===== config.mk =====
export PLATFORM = sky130hd
export DESIGN_NAME = frame_header_search_core
export DESIGN_NICKNAME = d
export VERILOG_FILES = /design/src/design/fhs_pkg.sv /design/src/design/fhs_match.sv /design/src/design/frame_header_search_core.sv
export SDC_FILE = /design/constraint.sdc
export NUM_CORES = 1
export LEC_CHECK = 0
export BUFFER_PORTS_ARGS = -buffer_cell sky130_fd_sc_hd__buf_2
export CAP_MARGIN = 10
export CORE_MARGIN = 2
export CORE_UTILIZATION = 65
export CTS_CLUSTER_SIZE = 28
export DETAILED_ROUTE_END_ITERATION = 8
export PLACE_DENSITY = 0.88
export SLEW_MARGIN = 20
export SYNTH_ARGS = -nofsm -noshare
export SYNTH_HDL_FRONTEND = slang
export SYNTH_SLANG_ARGS = --single-unit

===== constraint.sdc =====
create_clock -name clk -period 6.9 [get_ports clk]
set_input_delay 1.38 -clock clk [delete_from_list [all_inputs] [get_ports clk]]
set_output_delay 1.38 -clock clk [all_outputs]
set_load 0.01 [all_outputs]

===== src/design/fhs_pkg.sv =====
// Types and fixed constants of the frame header search core.
// No dependencies; imported by every module of the block.
package fhs_pkg;

    localparam int BYTE_W    = 8;
    localparam int POS_W     = 8;
    localparam int LEN_W     = 4;
    localparam int PAT_W     = 64;
    localparam int CFG_IDX_W = 1;

    typedef enum logic [CFG_IDX_W-1:0] {
        CFG_PATTERN_LENGTH = 1'b0,
        CFG_PATTERN_BYTES  = 1'b1
    } cfg_index_t;

    typedef struct packed {
        logic             hit;
        logic [POS_W-1:0] start;
    } match_t;

endpackage


===== src/design/fhs_match.sv =====
// Parallel window compare: decides whether the header ends at the current byte.
// Depends on fhs_pkg.
module fhs_match #(
    parameter int PATTERN_MAX = 8
) (
    input  logic [PATTERN_MAX*8-1:0]   hist,
    input  logic [fhs_pkg::POS_W-1:0]  seen,
    input  logic [fhs_pkg::LEN_W-1:0]  pattern_length,
    input  logic [fhs_pkg::PAT_W-1:0]  pattern_bytes,
    output fhs_pkg::match_t            match
);
    import fhs_pkg::*;

    logic [PATTERN_MAX-1:0] eq;
    logic [LEN_W-1:0]       len_eff;
    logic [POS_W:0]         count;
    logic                   eq_sel;

    always_comb
    begin
        logic ok;
        for (int l = 1; l <= PATTERN_MAX; l++)
        begin
            ok = 1'b1;
            for (int i = 0; i < l; i++)
            begin
                if (hist[8*(l-1-i) +: 8] != pattern_bytes[8*i +: 8])
                begin
                    ok = 1'b0;
                end
            end
            eq[l-1] = ok;
        end
    end

    always_comb
    begin
        if (pattern_length > LEN_W'(PATTERN_MAX))
        begin
            len_eff = LEN_W'(PATTERN_MAX);
        end
        else
        begin
            len_eff = pattern_length;
        end
    end

    always_comb
    begin
        eq_sel = 1'b0;
        for (int l = 1; l <= PATTERN_MAX; l++)
        begin
            if (len_eff == LEN_W'(l))
            begin
                eq_sel = eq[l-1];
            end
        end
    end

    assign count       = {1'b0, seen} + (POS_W+1)'(1);
    assign match.hit   = (len_eff != '0) && (count >= (POS_W+1)'(len_eff)) && eq_sel;
    assign match.start = POS_W'(count - (POS_W+1)'(len_eff) + (POS_W+1)'(1));

endmodule


===== src/design/frame_header_search_core.sv =====
// Frame header search core: first-match search of a 1..8 byte header in a byte stream.
// Depends on fhs_pkg and fhs_match.
//
//   channel  | handshake            | payload
//   ---------+----------------------+------------------------------------------
//   source   | src_valid, src_stall | source_byte, last_byte
//   result   | res_valid, res_stall | found, match_position, overflowed
//   config   | cfg_write            | cfg_index, cfg_data
//
// One source byte per cycle while src_stall is low; the window compare sits between the input register
// and the state/result registers. A final byte passes from the input register into the result
// register, and waits in the input register while the result before it is still held.
// Reset clears the handshake state and the buffer state, sets the pattern length to one and clears the pattern bytes.
// src_stall rises only when a final byte waits behind an unaccepted result.
module frame_header_search_core #(
    parameter int PATTERN_MAX = 8,
    parameter int SOURCE_MAX  = 255
) (
    input  logic                          clk,
    input  logic                          rst_n,
    input  logic                          src_valid,
    output logic                          src_stall,
    input  logic [fhs_pkg::BYTE_W-1:0]    source_byte,
    input  logic                          last_byte,
    output logic                          res_valid,
    input  logic                          res_stall,
    output logic                          found,
    output logic [fhs_pkg::POS_W-1:0]     match_position,
    output logic                          overflowed,
    input  logic                          cfg_write,
    input  logic [fhs_pkg::CFG_IDX_W-1:0] cfg_index,
    input  logic [fhs_pkg::PAT_W-1:0]     cfg_data
);
    import fhs_pkg::*;

    localparam int CNT_W = $clog2(SOURCE_MAX + 1);

    logic [LEN_W-1:0]  pattern_length_reg;
    logic [PAT_W-1:0]  pattern_bytes_reg;

    logic              s1_valid_reg;
    logic [BYTE_W-1:0] s1_byte_reg;
    logic              s1_last_reg;

    logic [CNT_W-1:0]  seen_reg;
    logic [CNT_W-1:0]  seen_next;
    logic              latched_reg;
    logic              latched_next;
    logic [POS_W-1:0]  first_reg;
    logic [POS_W-1:0]  first_next;
    logic              ovf_reg;
    logic              ovf_next;

    logic              res_valid_reg;
    logic              found_reg;
    logic [POS_W-1:0]  pos_reg;
    logic              ovf_out_reg;

    logic [PATTERN_MAX*8-1:0] hist;
    logic                     s1_go;
    logic                     examine;
    logic                     src_take;
    match_t                   match;

    assign s1_go     = s1_valid_reg && (!s1_last_reg || !res_valid_reg || !res_stall);
    assign src_stall = s1_valid_reg && !s1_go;
    assign src_take  = src_valid && !src_stall;
    assign examine   = s1_go && (seen_reg < CNT_W'(SOURCE_MAX));

    always_ff @(posedge clk or negedge rst_n)
    begin
        if (!rst_n)
        begin
            pattern_length_reg <= LEN_W'(1);
            pattern_bytes_reg  <= '0;
        end
        else if (cfg_write)
        begin
            case (cfg_index)
                CFG_PATTERN_LENGTH: pattern_length_reg <= cfg_data[LEN_W-1:0];
                CFG_PATTERN_BYTES:  pattern_bytes_reg  <= cfg_data;
                default:            pattern_length_reg <= pattern_length_reg;
            endcase
        end
    end

    always_ff @(posedge clk or negedge rst_n)
    begin
        if (!rst_n)
        begin
            s1_valid_reg <= 1'b0;
        end
        else if (src_take)
        begin
            s1_valid_reg <= 1'b1;
        end
        else if (s1_go)
        begin
            s1_valid_reg <= 1'b0;
        end
    end

    always_ff @(posedge clk)
    begin
        if (src_take)
        begin
            s1_byte_reg <= source_byte;
            s1_last_reg <= last_byte;
        end
    end

    generate
        if (PATTERN_MAX > 1)
        begin : g_window
            logic [BYTE_W-1:0] window_reg [PATTERN_MAX-1];

            always_ff @(posedge clk)
            begin
                if (examine)
                begin
                    window_reg[0] <= s1_byte_reg;
                    for (int k = 1; k < PATTERN_MAX - 1; k++)
                    begin
                        window_reg[k] <= window_reg[k-1];
                    end
                end
            end

            always_comb
            begin
                hist[BYTE_W-1:0] = s1_byte_reg;
                for (int d = 1; d < PATTERN_MAX; d++)
                begin
                    hist[8*d +: 8] = window_reg[d-1];
                end
            end
        end
        else
        begin : g_no_window
            assign hist = s1_byte_reg;
        end
    endgenerate

    fhs_match #(
        .PATTERN_MAX (PATTERN_MAX)
    ) u_match (
        .hist           (hist),
        .seen           (POS_W'(seen_reg)),
        .pattern_length (pattern_length_reg),
        .pattern_bytes  (pattern_bytes_reg),
        .match          (match)
    );

    always_comb
    begin
        seen_next    = seen_reg;
        latched_next = latched_reg;
        first_next   = first_reg;
        ovf_next     = ovf_reg;
        if (examine)
        begin
            seen_next = seen_reg + CNT_W'(1);
            if (!latched_reg && match.hit)
            begin
                latched_next = 1'b1;
                first_next   = match.start;
            end
        end
        else if (s1_go)
        begin
            ovf_next = 1'b1;
        end
    end

    // Advance the buffer state as each byte goes through; clear it once the final byte has gone through
    always_ff @(posedge clk or negedge rst_n)
    begin
        if (!rst_n)
        begin
            seen_reg    <= '0;
            latched_reg <= 1'b0;
            ovf_reg     <= 1'b0;
        end
        else if (s1_go)
        begin
            if (s1_last_reg)
            begin
                seen_reg    <= '0;
                latched_reg <= 1'b0;
                ovf_reg     <= 1'b0;
            end
            else
            begin
                seen_reg    <= seen_next;
                latched_reg <= latched_next;
                ovf_reg     <= ovf_next;
            end
        end
    end

    always_ff @(posedge clk)
    begin
        if (s1_go)
        begin
            first_reg <= first_next;
        end
    end

    always_ff @(posedge clk or negedge rst_n)
    begin
        if (!rst_n)
        begin
            res_valid_reg <= 1'b0;
        end
        else if (s1_go && s1_last_reg)
        begin
            res_valid_reg <= 1'b1;
        end
        else if (!res_stall)
        begin
            res_valid_reg <= 1'b0;
        end
    end

    always_ff @(posedge clk)
    begin
        if (s1_go && s1_last_reg)
        begin
            found_reg   <= latched_next;
            pos_reg     <= latched_next ? first_next : '0;
            ovf_out_reg <= ovf_next;
        end
    end

    assign res_valid      = res_valid_reg;
    assign found          = found_reg;
    assign match_position = pos_reg;
    assign overflowed     = ovf_out_reg;

endmodule


==> parameters.txt <==
Parameter                              Value

Final layout
  Commonest non-fill, non-tap cell in the layout    xnor2_1
  Filler Cells Inserted    1112
  Flip-flop count of the largest register, all copies and words added    64
  Count of inserted antenna diode cells    0
  Share of final-layout standard cells stronger than drive strength 1    between 20% and 30%
  Commonest non-fill, non-tap cells in the layout    190 x xnor2_1, 109 x xor2_1, 89 x buf_2
  P&R area growth vs syn    8.060%
  Final nets    roughly 1000

Floorplan
  Width of the die    ~130 um
  Number of top-level design ports    91
  Area of the core    around 15000 um^2
  Die Area    between 15000 and 20000 um^2
  Die Y-Extent    127.8 um
  Num rows    45
  Initial core utilization    approximately two thirds

CTS
  Post-CTS Resized    0
  Clock tree sinks    between 150 and 200
  Skew-Pair Late Insertion Delay    0.44 ns
  Clock-pin slew on the worst setup and hold paths    about 0.070 ns
  Hold buffer count at cts    0
  TritonCTS clock tree    done
  Clock root cell    clkbuf_16
  CTS H-tree depth    4
  Clock buffer depth    2
  Num CTS Buffers    17
  Post-CTS setup buffer count    0

Placed design
  Port Buf Inserts    90
  Half-perimeter wire length after detailed placement    between 20 and 25 mm
  Setup slack at placement    2.459 ns
  RePlAce Congestion    ~1.0

Routing
  Wirelength per Cell    25.80 um
  Ratio of routed vias to standard cells    between 6 and 7
  Via Count    just over 7000
  Residual DRC    0
  Number of nets still failing antenna checks after routing    0
  Detailed Route WL    28.32 mm
  Number of DRC markers in iteration 0    891
  1st-pass router iterations    7

STA
  Crit path time final    around 4 ns
  RSZ-0062 raised after global routing    no
  Summed negative setup slack over all endpoints    0 ns
  Final Max Slew Viols    0
  Final setup violation count    0
  Slew Limit Headroom    roughly 44%
  Portion of the clock cycle consumed by the worst path in the final layout    between 50 and 60%
  Clock skew    roughly 0.012 ns
  Worst Setup Slack, final    2.778 ns
  Slew at the pin closest to its max-slew limit    ~0.83 ns
  Worst hold slack    around 0.53 ns
  Final hold violation count    0
  Achievable frequency    242.6 MHz

Worst setup path
  Origin of the critical flop-to-flop path    pattern_bytes_reg[6]
  Category of the critical setup timing path    reg -> reg
  Slowest stage cell on the critical path    nor4_1
  Family with the most delay on the worst path    simple AND/OR/NAND/NOR gates
  Worst R2R Setup Slack    2.78 ns
  Data required time at the worst endpoint    around 7 ns
  Maximum fanout along the worst path    10
  Peak per-stage delay on the critical path    0.73 ns
  Worst endpoint data arrival time    ~4.3 ns
  Worst r2r path cells    8
  Crit path cell chain    xor2_1, nor4_1, nand4_1, nor4_1, nor4_1, a211o_2, o41ai_4, mux2_2
  Kind of start point of the critical path    flip-flop
  CP Depth    8
  Endpoint class of the critical path    flip-flop
  Count of buffering cells on the critical path with inverters included    0
  R2R Path End    first_reg[0]
  Most repeated library cell on the critical path    nor4_1

Power and ir drop
  Peak VDD IR    0.2187 mV
  Power density over the cells    ~270 nW/um^2
  Leakage Power    approximately 0.0041 uW

Synth
  Area fraction in compound gates after synthesis    a little over 3%
  Sequential element share of the synthesized area    between 40 and 50%
  Leading register cell type out of synthesis    edfxtp_1
  Simple-gate area share of the yosys netlist    9.479%
  Mean instance size in the synthesized netlist    roughly 11 um^2
  Cells taking the most area after synthesis    edfxtp_1 25%, dfrtp_1 20%, xnor2_1 17%, xor2_1 9.6%, mux2_2 8.0%
  Total standard cell area after synthesis    between 9000 and 10000 um^2
  Synth Instances    867
  Flop and latch count out of synthesis    163
  Number of distinct library cells after synthesis    53
  Multiplexer fraction of the synthesized cell area    under 10%
  Synthesized-area fraction occupied by adder cells    ~2.5%
  Post-synth top area share    between 20% and 30%
  Fraction of registers with async set or reset after synthesis    about half
  Warnings, synthesis    0
  Number of nets produced by synthesis    a little under 1000
  Cell type with the largest total area after synthesis    edfxtp_1
  Dominant combinational cell family by area after synthesis    XOR/XNOR gates
  Xor/xnor cell area share of the yosys netlist    between 20% and 30%
  Post-synth EDFFs    a little over 80

Hold path
  Worst Hold End    g_window.window_reg[6][6]
  Worst hold path type    reg -> reg
  Startpoint of the most critical hold path    g_window.window_reg[5][6]
  WHS Path Cells    0

Outcome
  Status    complete, no violations

Global route
  Initial antenna violation count    0
  Pin count of the biggest net entering global routing    81
  Sum of overflow across all layers after global routing    0
  Wire length of the first global-routing pass    42.90 mm
  Global routing usage summed across all routing layers    a little over a third
  Via count of the first global-routing pass    between 7000 and 8000

Job
  Number of max-cap violations    0
worst register-to-register path: stages (launching register included):
cell and delay [ns]:
dfrtp_1 0.55, xor2_1 0.24, nor4_1 0.73, nand4_1 0.17
nor4_1 0.61, nor4_1 0.12, a211o_2 0.37, o41ai_4 0.65
mux2_2 0.43
through the flow:
stage	power, uW	cell area (um^2)	utilization, %	cells
after floorplan	1866	9966	-	867
after global placement	2051	10230	67.79	1066
after detailed placement	2068	10230	67.81	1066
after CTS	2938	10770	71.34	1098
after global routing	3069	10770	71.37	1098
final	2957	10770	71.37	1098
synthesized netlist by cell type, types with 8 or more instances:
| master | number |
|---|---|
| nand2_1 | 29 |
| a21oi_1 | 8 |
| dfrtp_1 | 79 |
| edfxtp_1 | 83 |
| nand3_1 | 12 |
| nand4_1 | 51 |
| clkbuf_1 | 25 |
| xor2_1 | 109 |
| buf_4 | 12 |
| nor3_1 | 8 |
| nor4_1 | 39 |
| buf_2 | 36 |
| o21ai_0 | 16 |
| ha_1 | 18 |
| xnor2_1 | 190 |
| inv_1 | 23 |
| mux2_2 | 71 |
metal layers:
metal | up-vias | share of wire, % | global-route usage [%]
met5 | - | 0 | 0
met1 | 3446 | 41 | 52.10
met4 | 0 | 4.8 | 17.78
met2 | 486 | 42 | 52.15
met3 | 103 | 11 | 8.806
li1 | 3045 | - | -
worst max-delay path by stage:
stage                                    start      endpoint  slack, ns
after floorplan                      res_stall  first_reg[0]       1.69
after global placement               res_stall  first_reg[5]       2.59
after detailed placement             res_stall  first_reg[0]       2.46
after CTS                 pattern_bytes_reg[6]  first_reg[0]       2.88
after global routing                 res_stall  first_reg[0]       2.69
final                     pattern_bytes_reg[6]  first_reg[0]       2.78
kinds of logic (layout without fill, tap and decap cells):
family / after synthesis / count (layout)
buffers and inverters: 104 / 147
XOR/XNOR: 299 / 299
adder cells (fa/ha/maj): 19 / 19
flip-flops: 163 / 163
multiplexers: 73 / 73
AND/OR/NAND/NOR: 166 / 166
AO/OA/AOI/OAI: 43 / 43
report_power, final:
part	total [uW]	leakage [uW]	switching (uW)	internal [uW]
Sequential	1440	0.00177	297	1150
Combinational	638	0.00210	294	344
Clock	877	0.000259	413	463
Total	2960	0.00412	1000	1950
area by class of cell:
| class | instances | area (um^2) | share of cell area, % |
|---|---|---|---|
| Multi-Input combinational cell | 600 | 4947 | 45.94 |
| Tap cell | 188 | 235.2 | 2.184 |
| Timing Repair Buffer | 92 | 471.7 | 4.380 |
| Clock buffer | 18 | 429.2 | 3.985 |
| Sequential cell | 163 | 4496 | 41.74 |
| Clock inverter | 14 | 103.9 | 0.9643 |
| Inverter | 23 | 86.33 | 0.8017 |
Power figures use the tool's default switching activity.
